==> src/hw/rtl/sept_pkg.sv <==
package sept_pkg;

    localparam int MAX_POINTS = 64;
    localparam int IDX_W      = $clog2(MAX_POINTS);
    localparam int CNT_W      = $clog2(MAX_POINTS + 1);
    localparam int DATA_W     = 16;

    localparam logic [CNT_W-1:0] NONE_MARK = CNT_W'(MAX_POINTS);

    // operation codes
    localparam logic [2:0] KIND_INSERT  = 3'd0;
    localparam logic [2:0] KIND_DELETE  = 3'd1;
    localparam logic [2:0] KIND_MOVE    = 3'd2;
    localparam logic [2:0] KIND_SETMARK = 3'd3;
    localparam logic [2:0] KIND_READ    = 3'd4;

    // status codes
    localparam logic [1:0] ST_OK    = 2'd0;
    localparam logic [1:0] ST_RANGE = 2'd1;
    localparam logic [1:0] ST_FULL  = 2'd2;

    // marker slots
    localparam int MARK_SUS_BEGIN  = 0;
    localparam int MARK_SUS_END    = 1;
    localparam int MARK_LOOP_START = 2;
    localparam int MARK_LOOP_END   = 3;

    typedef struct packed {
        logic [2:0]        kind;
        logic [CNT_W-1:0]  point_index;
        logic [DATA_W-1:0] point_time;
        logic [DATA_W-1:0] point_value;
        logic [1:0]        marker_select;
    } op_t;

    typedef struct packed {
        logic [1:0]        status;
        logic [CNT_W-1:0]  result_index;
        logic [DATA_W-1:0] read_time;
        logic [DATA_W-1:0] read_value;
        logic [CNT_W-1:0]  count_now;
        logic [CNT_W-1:0]  sustain_first;
        logic [CNT_W-1:0]  sustain_last;
        logic [CNT_W-1:0]  loop_first;
        logic [CNT_W-1:0]  loop_last;
    } result_t;

    typedef logic [3:0][CNT_W-1:0] mark_vec_t;

    typedef enum logic [1:0] {
        WM_INSERT = 2'd0,
        WM_DELETE = 2'd1,
        WM_MOVE   = 2'd2,
        WM_READ   = 2'd3
    } walk_mode_t;

    typedef struct packed {
        logic              go;
        walk_mode_t        mode;
        logic [IDX_W-1:0]  start_pos;
        logic [IDX_W-1:0]  last_pos;
        logic [DATA_W-1:0] t;
        logic [DATA_W-1:0] v;
    } walk_req_t;

    typedef struct packed {
        logic              done;
        logic [IDX_W-1:0]  pos;
        logic [DATA_W-1:0] t;
        logic [DATA_W-1:0] v;
    } walk_rsp_t;

    typedef enum logic [1:0] {
        MK_INS  = 2'd0,
        MK_DEL  = 2'd1,
        MK_MOVE = 2'd2,
        MK_SET  = 2'd3
    } mark_op_t;

    typedef struct packed {
        logic             en;
        mark_op_t         op;
        logic [CNT_W-1:0] a;
        logic [IDX_W-1:0] b;
        logic [1:0]       sel;
    } mark_upd_t;

endpackage

==> src/hw/rtl/sorted_envelope_point_table_core.sv <==
// Sorted envelope point table: up to 64 (time, value) points kept in
// ascending time order, plus sustain and loop marker pairs.
//
// Command channel: an operation transfers at a rising edge with start
// high and busy low. Result channel: done is high for exactly one cycle
// and result is valid in that cycle; the receiver must take it then.
//
// Errors, marker writes and unused kinds give done in the cycle after
// the transfer. Insert, delete and move walk the point memory through
// one compare unit, one slot per step, and read fetches a single slot:
//   read  : the slot at the index
//   insert: shifts up the points above the new one
//   delete: shifts down the points above the deleted one
//   move  : shifts the points in the slots crossed
// busy stays high during a walk; the next command can transfer in the
// same cycle as done.
//
// Reset clears the count and sets all markers to none; the point memory
// is not cleared since only slots below the count are ever read.
module sorted_envelope_point_table_core import sept_pkg::*;
(
    input  logic    clk,
    input  logic    rst_n,
    input  logic    start,
    input  op_t     op,
    output logic    busy,
    output logic    done,
    output result_t result
);

    logic             accept;
    logic             idx_ok;
    logic             need_walk;
    logic [1:0]       imm_status;
    logic [CNT_W-1:0] count;
    mark_vec_t        marks;
    walk_req_t        wreq;
    walk_rsp_t        wrsp;
    mark_upd_t        upd;

    logic             busy_reg, busy_next;
    logic             done_reg, done_next;
    op_t              op_reg;
    logic [1:0]       status_reg, status_next;
    logic [CNT_W-1:0] res_idx_reg, res_idx_next;
    logic [DATA_W-1:0] rt_reg, rt_next;
    logic [DATA_W-1:0] rv_reg, rv_next;

    assign accept = start && !busy_reg;
    assign idx_ok = (op.point_index < count);

    // command decode: which commands walk memory, and early status
    always_comb
    begin
        need_walk  = 1'b0;
        imm_status = ST_OK;
        case (op.kind)
            KIND_INSERT:
                if (count == CNT_W'(MAX_POINTS))
                    imm_status = ST_FULL;
                else
                    need_walk = 1'b1;
            KIND_DELETE, KIND_MOVE, KIND_READ:
                if (idx_ok)
                    need_walk = 1'b1;
                else
                    imm_status = ST_RANGE;
            KIND_SETMARK:
                if (!(idx_ok || op.point_index == NONE_MARK))
                    imm_status = ST_RANGE;
            default:
                imm_status = ST_OK;
        endcase
    end

    // walk request built straight from the command ports
    always_comb
    begin
        wreq.go = accept && need_walk;
        case (op.kind)
            KIND_INSERT: wreq.mode = WM_INSERT;
            KIND_DELETE: wreq.mode = WM_DELETE;
            KIND_MOVE:   wreq.mode = WM_MOVE;
            default:     wreq.mode = WM_READ;
        endcase
        wreq.start_pos = (op.kind == KIND_INSERT) ? count[IDX_W-1:0]
                                                  : op.point_index[IDX_W-1:0];
        wreq.last_pos  = IDX_W'(count - 1'b1);
        wreq.t         = op.point_time;
        wreq.v         = op.point_value;
    end

    sept_walk u_walk (
        .clk   (clk),
        .rst_n (rst_n),
        .req   (wreq),
        .rsp   (wrsp)
    );

    // marker / count update: marker writes at transfer, edits at walk end
    always_comb
    begin
        upd.en  = 1'b0;
        upd.op  = MK_SET;
        upd.a   = op.point_index;
        upd.b   = wrsp.pos;
        upd.sel = op.marker_select;
        if (accept && op.kind == KIND_SETMARK && imm_status == ST_OK)
            upd.en = 1'b1;
        else if (wrsp.done)
        begin
            upd.a = op_reg.point_index;
            case (op_reg.kind)
                KIND_INSERT:
                begin
                    upd.en = 1'b1;
                    upd.op = MK_INS;
                    upd.a  = CNT_W'(wrsp.pos);
                end
                KIND_DELETE:
                begin
                    upd.en = 1'b1;
                    upd.op = MK_DEL;
                end
                KIND_MOVE:
                begin
                    upd.en = 1'b1;
                    upd.op = MK_MOVE;
                end
                default:
                    upd.en = 1'b0;
            endcase
        end
    end

    sept_marks u_marks (
        .clk   (clk),
        .rst_n (rst_n),
        .upd   (upd),
        .count (count),
        .marks (marks)
    );

    // result fields
    always_comb
    begin
        busy_next    = busy_reg;
        done_next    = 1'b0;
        status_next  = status_reg;
        res_idx_next = res_idx_reg;
        rt_next      = rt_reg;
        rv_next      = rv_reg;
        if (accept && !need_walk)
        begin
            done_next    = 1'b1;
            status_next  = imm_status;
            res_idx_next = NONE_MARK;
            rt_next      = '0;
            rv_next      = '0;
        end
        else if (accept)
            busy_next = 1'b1;
        else if (wrsp.done)
        begin
            busy_next    = 1'b0;
            done_next    = 1'b1;
            status_next  = ST_OK;
            res_idx_next = CNT_W'(wrsp.pos);
            rt_next      = op_reg.point_time;
            rv_next      = op_reg.point_value;
            case (op_reg.kind)
                KIND_DELETE:
                begin
                    res_idx_next = NONE_MARK;
                    rt_next      = '0;
                    rv_next      = '0;
                end
                KIND_READ:
                begin
                    rt_next = wrsp.t;
                    rv_next = wrsp.v;
                end
                default:
                    res_idx_next = CNT_W'(wrsp.pos);
            endcase
        end
    end

    always_ff @(posedge clk or negedge rst_n)
    begin
        if (!rst_n)
        begin
            busy_reg <= 1'b0;
            done_reg <= 1'b0;
        end
        else
        begin
            busy_reg <= busy_next;
            done_reg <= done_next;
        end
    end

    always_ff @(posedge clk)
    begin
        if (accept)
            op_reg <= op;
        status_reg  <= status_next;
        res_idx_reg <= res_idx_next;
        rt_reg      <= rt_next;
        rv_reg      <= rv_next;
    end

    assign busy = busy_reg;
    assign done = done_reg;

    // count and markers are live registers; they settled at the same edge
    always_comb
    begin
        result.status        = status_reg;
        result.result_index  = res_idx_reg;
        result.read_time     = rt_reg;
        result.read_value    = rv_reg;
        result.count_now     = count;
        result.sustain_first = marks[MARK_SUS_BEGIN];
        result.sustain_last  = marks[MARK_SUS_END];
        result.loop_first    = marks[MARK_LOOP_START];
        result.loop_last     = marks[MARK_LOOP_END];
    end

    a_done_not_busy: assert property (@(posedge clk) disable iff (!rst_n)
        done |-> !busy)
        else $error("result strobe during a walk");

    a_transfer_answered: assert property (@(posedge clk) disable iff (!rst_n)
        (start && !busy) |=> (busy || done))
        else $error("command transfer dropped");

endmodule

==> src/hw/rtl/sept_walk.sv <==
// Point memory plus the walk sequencer: one read, one compare and one
// write per step; a read state issues the read, a compare state the rest.
module sept_walk import sept_pkg::*;
(
    input  logic      clk,
    input  logic      rst_n,
    input  walk_req_t req,
    output walk_rsp_t rsp
);

    typedef enum logic [7:0] {
        W_IDLE   = 8'b0000_0001,
        W_DN_RD  = 8'b0000_0010,
        W_DN_CMP = 8'b0000_0100,
        W_UP_RD  = 8'b0000_1000,
        W_UP_CMP = 8'b0001_0000,
        W_GET_RD = 8'b0010_0000,
        W_DONE   = 8'b0100_0000
    } walk_state_t;

    walk_state_t state_reg, state_next;
    walk_mode_t  mode_reg, mode_next;
    logic [IDX_W-1:0]  h_reg, h_next;
    logic [IDX_W-1:0]  last_reg, last_next;
    logic              first_reg, first_next;
    logic [DATA_W-1:0] t_reg, t_next;
    logic [DATA_W-1:0] v_reg, v_next;

    logic [2*DATA_W-1:0] mem [MAX_POINTS];
    logic [2*DATA_W-1:0] rd_q;
    logic                we, re;
    logic [IDX_W-1:0]    wa, ra;
    logic [2*DATA_W-1:0] wd;
    logic [DATA_W-1:0]   d_time;
    logic                cond_dn, cond_up;

    assign d_time = rd_q[2*DATA_W-1:DATA_W];

    // down walk: strict for insert and the first move step, then ties move too
    assign cond_dn = (mode_reg == WM_INSERT || first_reg) ? (t_reg < d_time)
                                                           : (t_reg <= d_time);
    assign cond_up = (mode_reg == WM_DELETE) ||
                     (first_reg ? (t_reg > d_time) : (t_reg >= d_time));

    always_comb
    begin
        state_next = state_reg;
        mode_next  = mode_reg;
        h_next     = h_reg;
        last_next  = last_reg;
        first_next = first_reg;
        t_next     = t_reg;
        v_next     = v_reg;
        we = 1'b0;
        wa = h_reg;
        wd = {t_reg, v_reg};
        re = 1'b0;
        ra = h_reg;
        case (state_reg)
            W_IDLE:
            begin
                if (req.go)
                begin
                    mode_next  = req.mode;
                    h_next     = req.start_pos;
                    last_next  = req.last_pos;
                    first_next = 1'b1;
                    t_next     = req.t;
                    v_next     = req.v;
                    case (req.mode)
                        WM_READ:   state_next = W_GET_RD;
                        WM_DELETE: state_next = W_UP_RD;
                        default:   state_next = W_DN_RD;
                    endcase
                end
            end
            W_DN_RD:
            begin
                if (h_reg == '0)
                begin
                    if (mode_reg == WM_MOVE && first_reg)
                        state_next = W_UP_RD;
                    else
                    begin
                        we = 1'b1;
                        state_next = W_DONE;
                    end
                end
                else
                begin
                    re = 1'b1;
                    ra = h_reg - 1'b1;
                    state_next = W_DN_CMP;
                end
            end
            W_DN_CMP:
            begin
                if (cond_dn)
                begin
                    we = 1'b1;
                    wd = rd_q;
                    h_next = h_reg - 1'b1;
                    first_next = 1'b0;
                    state_next = W_DN_RD;
                end
                else if (mode_reg == WM_MOVE && first_reg)
                    state_next = W_UP_RD;
                else
                begin
                    we = 1'b1;
                    state_next = W_DONE;
                end
            end
            W_UP_RD:
            begin
                if (h_reg == last_reg)
                begin
                    we = (mode_reg != WM_DELETE);
                    state_next = W_DONE;
                end
                else
                begin
                    re = 1'b1;
                    ra = h_reg + 1'b1;
                    state_next = W_UP_CMP;
                end
            end
            W_UP_CMP:
            begin
                we = 1'b1;
                if (cond_up)
                begin
                    wd = rd_q;
                    h_next = h_reg + 1'b1;
                    first_next = 1'b0;
                    state_next = W_UP_RD;
                end
                else
                    state_next = W_DONE;
            end
            W_GET_RD:
            begin
                re = 1'b1;
                state_next = W_DONE;
            end
            W_DONE:
                state_next = W_IDLE;
            default:
                state_next = W_IDLE;
        endcase
    end

    always_ff @(posedge clk or negedge rst_n)
    begin
        if (!rst_n)
            state_reg <= W_IDLE;
        else
            state_reg <= state_next;
    end

    always_ff @(posedge clk)
    begin
        mode_reg  <= mode_next;
        h_reg     <= h_next;
        last_reg  <= last_next;
        first_reg <= first_next;
        t_reg     <= t_next;
        v_reg     <= v_next;
    end

    always_ff @(posedge clk)
    begin
        if (we)
            mem[wa] <= wd;
        if (re)
            rd_q <= mem[ra];
    end

    assign rsp.done = (state_reg == W_DONE);
    assign rsp.pos  = h_reg;
    assign rsp.t    = rd_q[2*DATA_W-1:DATA_W];
    assign rsp.v    = rd_q[DATA_W-1:0];

    a_go_only_idle: assert property (@(posedge clk) disable iff (!rst_n)
        req.go |-> (state_reg == W_IDLE))
        else $error("walk started while busy");

    a_up_in_range: assert property (@(posedge clk) disable iff (!rst_n)
        (state_reg == W_UP_CMP) |-> (h_reg < last_reg))
        else $error("up walk past last slot");

endmodule

==> src/hw/rtl/sept_marks.sv <==
// Point count and the four markers, updated on each finished edit and on each marker write.
module sept_marks import sept_pkg::*;
(
    input  logic             clk,
    input  logic             rst_n,
    input  mark_upd_t        upd,
    output logic [CNT_W-1:0] count,
    output mark_vec_t        marks
);

    logic [CNT_W-1:0] count_reg, count_next;
    mark_vec_t        marks_reg, marks_next;
    logic             hit_sus, hit_loop, hit_pair;
    logic [CNT_W-1:0] b_ext;

    assign b_ext    = CNT_W'(upd.b);
    assign hit_sus  = (marks_reg[MARK_SUS_BEGIN] == upd.a) ||
                      (marks_reg[MARK_SUS_END] == upd.a);
    assign hit_loop = (marks_reg[MARK_LOOP_START] == upd.a) ||
                      (marks_reg[MARK_LOOP_END] == upd.a);

    always_comb
    begin
        count_next = count_reg;
        marks_next = marks_reg;
        hit_pair   = 1'b0;
        if (upd.en)
        begin
            case (upd.op)
                MK_INS:
                begin
                    count_next = CNT_W'(count_reg + 1'b1);
                    for (int k = 0; k < 4; k++)
                        if (marks_reg[k] != NONE_MARK && marks_reg[k] >= upd.a)
                            marks_next[k] = CNT_W'(marks_reg[k] + 1'b1);
                end
                MK_DEL:
                begin
                    count_next = CNT_W'(count_reg - 1'b1);
                    for (int k = 0; k < 4; k++)
                    begin
                        hit_pair = (k < 2) ? hit_sus : hit_loop;
                        if (hit_pair)
                            marks_next[k] = NONE_MARK;
                        else if (marks_reg[k] != NONE_MARK && marks_reg[k] > upd.a)
                            marks_next[k] = CNT_W'(marks_reg[k] - 1'b1);
                    end
                end
                MK_MOVE:
                begin
                    for (int k = 0; k < 4; k++)
                    begin
                        if (b_ext < upd.a && marks_reg[k] < upd.a && marks_reg[k] >= b_ext)
                            marks_next[k] = CNT_W'(marks_reg[k] + 1'b1);
                        else if (b_ext > upd.a && marks_reg[k] > upd.a &&
                                 marks_reg[k] <= b_ext)
                            marks_next[k] = CNT_W'(marks_reg[k] - 1'b1);
                    end
                end
                MK_SET:
                    marks_next[upd.sel] = upd.a;
                default:
                    marks_next = marks_reg;
            endcase
        end
    end

    always_ff @(posedge clk or negedge rst_n)
    begin
        if (!rst_n)
        begin
            count_reg <= '0;
            marks_reg <= {4{NONE_MARK}};
        end
        else
        begin
            count_reg <= count_next;
            marks_reg <= marks_next;
        end
    end

    assign count = count_reg;
    assign marks = marks_reg;

    a_sus_valid: assert property (@(posedge clk) disable iff (!rst_n)
        (marks_reg[MARK_SUS_BEGIN] == NONE_MARK || marks_reg[MARK_SUS_BEGIN] < count_reg) &&
        (marks_reg[MARK_SUS_END] == NONE_MARK || marks_reg[MARK_SUS_END] < count_reg))
        else $error("sustain marker beyond table");

    a_loop_valid: assert property (@(posedge clk) disable iff (!rst_n)
        (marks_reg[MARK_LOOP_START] == NONE_MARK ||
         marks_reg[MARK_LOOP_START] < count_reg) &&
        (marks_reg[MARK_LOOP_END] == NONE_MARK || marks_reg[MARK_LOOP_END] < count_reg))
        else $error("loop marker beyond table");

endmodule
==> config.mk <==
export PLATFORM = sky130hd
export DESIGN_NAME = sorted_envelope_point_table_core
export DESIGN_NICKNAME = d
export VERILOG_FILES = /design/src/hw/rtl/sept_pkg.sv /design/src/hw/rtl/sorted_envelope_point_table_core.sv /design/src/hw/rtl/sept_walk.sv /design/src/hw/rtl/sept_marks.sv
export SDC_FILE = /design/constraint.sdc
export NUM_CORES = 2
export LEC_CHECK = 0
export ABC_AREA = 1
export BUFFER_PORTS_ARGS = -buffer_cell sky130_fd_sc_hd__buf_2
export CAP_MARGIN = 20
export CORE_MARGIN = 3
export CORE_UTILIZATION = 50
export DETAILED_ROUTE_END_ITERATION = 8
export HOLD_SLACK_MARGIN = 0.15
export PLACE_DENSITY_LB_ADDON = 0.2
export SLEW_MARGIN = 20
export SYNTH_ARGS = -nofsm -noshare
export SYNTH_HDL_FRONTEND = slang
export SYNTH_SLANG_ARGS = --single-unit
==> constraint.sdc <==
create_clock -name clk -period 9.2 [get_ports clk]
set_input_delay 1.84 -clock clk [delete_from_list [all_inputs] [get_ports clk]]
set_output_delay 1.84 -clock clk [all_outputs]
set_load 0.02 [all_outputs]
-- After elaboration in Yosys (flattened, before gate mapping)
Memory sizes are Yosys's and may differ from the RTL's. A register that Yosys moved wholly into a read port is not among the register bits.
Index checks and enable logic that the tools add are counted.
- memory bits (writable): 2048
- memory bits (read-only): 0
- output and inout port bits: 78
- input bits: 47
- latch bits: 0
- register bits after elaboration: 175
- logic and storage cells: 260
- memories kept: 1
- add/subtract/negate cells: 12
- bitwise logic cells: 2
- shift-type cells: 0
- mux-type cells: 85
- reductions and logical operators: 60
- order comparisons: 29
- $mul: 0
- divide/modulo/power cells: 0
- equal/unequal tests: 49
- memory list (name ; depth ; bits a word ; read ports ; clocked after memory_dff ; write ports ; line ; source):
    u_walk.mem ; 64 ; 32 ; 1 ; 1 ; 1 ; sept_walk.sv:29 ; logic [2*DATA_W-1:0] mem [MAX_POINTS];
- operators with widths (kind ; number):
    7-bit 2-to-1 mux ; 26
    28-bit one-hot mux with 4 select lines ; 1
    32-bit 2-to-1 mux ; 2
    16-bit one-hot mux with 2 select lines ; 2
    32-bit one-hot mux with 2 select lines ; 1
    8-bit one-hot mux with 6 select lines ; 1
    6-bit 2-to-1 mux ; 6
    7-bit by 1-bit adder with 7-bit output, second input constant ; 5
    7-bit less-than comparator ; 5
    7-bit by 1-bit subtractor with 7-bit output, second input constant ; 5
    1-bit logical AND ; 31
    28-bit bitwise mux ; 1
    7-bit equality test ; 4
    7-bit by 6-bit greater-or-equal comparator with 1-bit output ; 4
    7-bit greater-or-equal comparator ; 4
    7-bit > comparator ; 4
    7-bit by 6-bit <= comparator with 1-bit output ; 4
    7-bit != test, second input constant ; 4
    1-bit 2-to-1 mux ; 24
    8-bit 2-to-1 mux ; 3
    3-bit by 1-bit != test with 1-bit output, second input constant ; 8
    6-bit one-hot mux with 2 select lines ; 2
    4-bit AND reduction ; 5
    2-bit by 1-bit != test with 1-bit output, second input constant ; 9
    44 further kinds ; 76

-- Depth between registers and ports, before layout
- depth after elaboration: 13
- mapped depth: 26
- depth with buffers taken out: 25

-- Modules after synthesis
From an unflattened synthesis, not the netlist that was laid out.
- cells, all modules: 10523
- area total of the unflattened synthesis: 103629.4 sq um
- modules (own cells, without submodules) (module ; sequential area each (sq um) ; area an instance (sq um) ; cells each ; times used):
    sept_walk ; 64047.7 ; 93967.6 ; 9098 ; 1
    sept_marks ; 880.8 ; 5315.1 ; 853 ; 1
    sorted_envelope_point_table_core ; 2152.1 ; 4346.7 ; 572 ; 1

-- Least setup slack after synthesis
OpenSTA, ideal clock, no wires.
- kind: input to register
- start: input op[40] in the netlist's numbering
- end: register u_marks.marks_reg (netlist bit u_marks.marks[0])
- required time: 9.081 ns
- buffers on the path: 1
- setup time: 0.119 ns
- path slack: 4.193 ns
- arrival time: 4.888 ns
- stages: 21
- path through: ha_1 -> nand2_1 -> nor2_1 -> nand2_1 -> o211ai_1 -> nand2_1 -> nand2_2 -> nand2_2 -> o21ai_0 -> inv_1 -> ha_1 -> nor2_1 -> a211oi_1 -> o21ai_0 -> nand2_4 -> nand2_2 -> nand3_1 -> nand2_1 -> buf_4 -> nand2_1 -> o21a_1
- longest elaborated chain between the ends: 12
- elaborated cells on any way between the ends: 37
- those cells by class: 6 x order compare; 9 x eq/ne; 10 x mux; 12 x reduce/logical
- ends and longest elaborated chain (what ; line ; source):
    start, declared ; sorted_envelope_point_table_core.sv:25 ; input op_t op,
    7-bit less-than comparator / 7-bit equality test (equally long branches) ; sorted_envelope_point_table_core.sv:50, sorted_envelope_point_table_core.sv:69 ;
    1-bit logical OR ; sorted_envelope_point_table_core.sv:69 ; if (!(idx_ok || op.point_index == NONE_MARK))
    1-bit 2-to-1 mux ; sorted_envelope_point_table_core.sv:69 ;
    2-bit one-hot mux with 3 select lines ; sorted_envelope_point_table_core.sv:57 ; case (op.kind)
    2-bit zero test ; sorted_envelope_point_table_core.sv:108 ; if (accept && op.kind == KIND_SETMARK && imm_status == ST_OK)
    1-bit logical AND ; sorted_envelope_point_table_core.sv:108 ;
    9-bit 2-to-1 mux ; sorted_envelope_point_table_core.sv:108 ;
    6-bit by 7-bit > comparator with 1-bit output, or another cell as far along ; sept_marks.sv:55 ; else if (b_ext > upd.a && marks_reg[k] > upd.a &&
    1-bit logical AND (on tied branches) (2 in a row) ; sept_marks.sv:55, sept_marks.sv:53 ;
    3-bit by 1-bit != test with 1-bit output (no line) / 7-bit 2-to-1 mux (equally long branches) ; n/a ;
    4-bit AND reduction (no line) / 28-bit one-hot mux with 4 select lines (equally long branches) ; n/a ;
    end signal, assigned ; sept_marks.sv:73 ; marks_reg <= {4{NONE_MARK}};
    end signal, assigned ; sept_marks.sv:78 ; marks_reg <= marks_next;
    end, declared ; sept_marks.sv:12 ; mark_vec_t marks_reg, marks_next;
Several ways; a longest one is shown, not always the timed one.
A chain may end at the register's enable or synchronous reset.

-- Worst setup path after layout
- start: input op[40] in the netlist's numbering
- end: register u_marks.marks_reg (netlist bit u_marks.marks[19])
Same word-level chain as after synthesis.

==> results by stage <==
Logic synthesis:
- The sequential fraction of the synthesis area is 0.651.
- Counting distinct cell types in the post-synthesis netlist gives 56.
- The synthesis-stage register bit count is 2,254.
- The synthesized area divided by synthesized cell count is 9.99 µm².
- The warning count from the yosys run is 0.
- The largest family of logic cells by synthesized area is simple AND/OR/NAND/NOR gates.
- The compound-gate portion of the synthesized area came to 0.0157.
- Of the total synthesized cell area, the portion taken by XOR and XNOR cells is 0.00459.
- The number of nets handed over by synthesis was approximately 10,000.
- The number of instances in the synthesized netlist is 10,300.
- The synthesized cell area is 103,000 µm².
- Of the total synthesized cell area, the portion taken by AND, OR, NAND and NOR gates is 0.210.
- The adder-cell share of the synthesized area is 0.0115.
- The share of cell area taken by muxes after synthesis is 0.00339.

STA:
- Headroom to the max-slew limit came out at 0.102.
- The maximum frequency from static timing analysis is 169 MHz.
- The post-route setup TNS is 0 ns.
- The final period utilization is 0.644.
- Across the routed clock network, the largest skew measured is 0.0429 ns.
- Setup repair after global routing left no endpoint under its margin.
- The max-slew violation total from the final report is 0.
- The transition at the pin with the smallest max-transition slack is 1.35 ns.
- Setup violations remaining at the end of the flow were counted as 0.
- The final number of hold-violating endpoints is 0.
- The final critical path time including I/O delays and setup is 5.93 ns.

Final layout:
- Once layout is complete, the utilization of the core stands at 0.559.
- In the layout the commonest cells are 2,369 x nand2_1, 2,254 x nand3_1, 2,171 x edfxtp_1, 2,105 x inv_1, 233 x clkbuf_16.
- The number of nets in the layout is ~10,000.
- Leaving out fill and tap cells, the most frequent cell in the layout is nand2_1.
- The layout overhead on the synthesized area is 10.4%.
- The fraction of final layout cells with drive strength greater than 1 is 0.0745.
- The number of flip-flops under the largest register name is approximately 2,000.

CTS:
- Counting along the longest clock path gives a buffer depth of 3.
- The later-pin clock latency in the skew report is 0.89 ns.
- The number of buffers inserted for hold repair after clock tree synthesis is 0.
- TritonCTS built the clock tree.
- The count of buffers added by post-CTS timing repair for setup is 0.
- The TritonCTS buffer count is between 200 and 250.
- The clock-pin slew on the worst setup and hold paths is about 0.060 ns.
- Clock tree synthesis selected as its root buffer the cell clkbuf_16.
- The total number of H-tree levels is 4.
- The post-cts sizing count is 0.
- The clock net in this run drives a total of 2,254 sinks.

Setup path:
- The largest fanout of any net on the critical path is 14.
- The worst reg2reg path depth is 16.
- In this run the register-to-register setup slack is 3.60 ns.
- STA classifies the critical path endpoint as a flip-flop.
- The worst setup path is of the input pin to flip-flop kind.
- The startpoint of the most critical register-to-register path is u_walk.h_reg[1].
- The type of origin of the critical path is an input pin.
- The worst register-to-register path ends at u_walk.rd_q[24].
- The data required time of the worst path is 9.94 ns.
- STA puts the critical path data arrival time at 6.67 ns.

Power and ir drop:
- Across the VDD grid, the largest voltage drop is 0.000504 V.
- The switching share of power is 0.396.
- In this run the static leakage power is slightly below 50 nW.
- The sequential power share is 0.364.
- The internal portion of the total power is 19.5 mW.
- Of the total power, the clock network draws 0.280.
- For this design the total switching power over the nets is 12.8 mW.
- The combinational share of power is 0.356.
- Power spread over the standard cell area amounts to about 280 nW/µm².

Run:
- The total of max-cap violations is 0.

Global routing:
- The final global-route overflow total is 0.
- The number of antenna violations at the first check in global routing came to 20.
- The number of global-route vias before repair is ~68,000.
- The first global-routing pass estimated 457 mm of wire.
- The overall routing resource usage is 0.293.
- The maximum number of pins on one net before global-route repair is 206.

Floorplan:
- The die outline width is 460 µm.
- The number of top-level pins is roughly 130.
- The y dimension of the die is 460 µm.
- The row count is between 150 and 200.
- The starting density of the core is 0.506.
- The area of the die is 211,000 µm².
- The core region is 204,000 µm².

Detailed routing:
- The number of nets with antenna violations after detailed routing is 0.
- The routed via count is 73,300.
- Summed over all layers, the routed wires come to roughly 310 mm.
- The post-route DRC violation count is 0.
- The pre-antenna-repair detailed-routing pass consisted of 8 iterations.
- The first routing iteration left 9,210 violations.
- In the final routed layout, each cell accounts on average for between 20 and 25 µm.
- The ratio of routed vias to standard cells is 5.56.

Place:
- The count of buffers added on input and output ports is 124.
- The estimated wirelength of the detail-placed design is 171 mm.
- The congestion estimate from routability-driven global placement came to roughly 0.92.

Worst hold path:
- The end point of the most critical hold path is res_idx_reg[6].
- In this run the most critical hold path is launched from res_idx_reg[6].
- The path category of the worst min-delay check is flip-flop to flip-flop.
- The worst hold path was traced through 2 stages.

Run status:
- The run finished with clean final reports.
[cell type report]
type	instances	area, µm²
clock inverter	143	1200
clock buffer	285	6030
tap	2672	3340
sequential	2254	67100
timing repair buffer	298	2160
antenna	16	40.0
multi-input combinational	5394	25900
inverter	2126	8000
fill	17200	89900
[logic make-up after synthesis]
logic type      count (synthesis)
buf+inv                      2663
compound gates                288
flops                        2254
fa+ha+maj                      95
simple gates                 4926
mux                            31
xor+xnor                       54
[metrics by stage]
stage,std cells,setup WS (ns),power (mW),instance area [µm²],hold WS [ns]
3_3_place_gp,12700,2.49,23.2,106000,0.473
2_1_floorplan,10300,4.19,19.3,103000,0.534
3_5_place_dp,12700,2.48,23.3,106000,0.476
5_1_grt,13200,2.86,33.8,114000,0.540
4_1_cts,13200,3.41,32.3,114000,0.488
6_report,13200,3.27,32.3,114000,0.486
[per-layer routing]
metal | GRT usage | part of all wire
met1 | 0.415 | 0.41
met2 | 0.452 | 0.45
met3 | 0.0488 | 0.097
met4 | 0.116 | 0.040
met5 | 0 | 0.00011
[worst max path at each step]
stage / depth (start not counted) / to / slack, ns / from
after global routing: 20 / u_marks.marks[5] / 2.86 / op[38]
after detailed placement: 19 / u_marks.marks[0] / 2.48 / op[40]
after CTS: 19 / u_marks.marks[0] / 3.41 / op[40]
after global placement: 22 / u_marks.marks[19] / 2.49 / op[40]
after floorplan: 21 / u_marks.marks[0] / 4.19 / op[40]
final: 22 / u_marks.marks[19] / 3.27 / op[40]
[power by group through the flow]
stage	Sequential (mW)	Combinational [mW]	Clock (mW)
6_report	11.8	11.5	9.04
5_1_grt	11.8	12.4	9.58
4_1_cts	11.8	11.3	9.17
3_5_place_dp	12.0	11.3	0
3_3_place_gp	12.0	11.2	0
2_1_floorplan	11.9	7.43	0
[worst max-delay path, cell delays in order]
cell      delay (ns)
buf_2           0.14
ha_1            0.30
nand2_1         0.08
nor2_1          0.12
nand2_1         0.06
o211ai_1        0.17
nand2_1         0.14
nand2_2         0.18
nand2_2         0.12
o21ai_0         0.62
inv_1           0.33
ha_1            0.27
nor2_1          0.10
a211oi_1        0.05
o21ai_0         0.80
nand2_4         0.27
nand2_2         0.31
nand3_1         0.11
nand2_1         0.42
nor2_1          0.08
nand2_1         0.09
nand2_1         0.05
[Yosys cell counts (all sizes together)]
master     n  share of area
a211oi     6        0.00044
a21boi     1        0.00011
a21o       2        0.00015
a21oi     85         0.0042
a221oi     2        0.00017
a31o       2        0.00017
a31oi      2        0.00012
a32o       1       0.000097
and2       1       0.000061
buf      416          0.022
clkbuf   121         0.0044
clkinv     1       0.000036
dfrtp     39         0.0095
dfstp      5         0.0013
dfxtp     39         0.0076
edfxtp  2171           0.63
ha        95          0.012
inv     2125          0.077
mux2      31         0.0034
nand2   2385          0.087
nand3   2258           0.11
nand3b     4        0.00029
nand4     33         0.0020
nor2     215         0.0080
nor3      15        0.00084
nor3b      2        0.00019
nor4       6        0.00057
o211ai    37         0.0027
o21a       3        0.00022
o21ai    140         0.0068
o21bai     2        0.00015
o221ai     2        0.00017
o22ai      1       0.000061
o31ai      2        0.00015
or2        4        0.00024
or3        1       0.000061
or3b       1       0.000085
or4        1       0.000073
xnor2     10        0.00085
xor2      44         0.0037
Power figures use the tool's default switching activity.
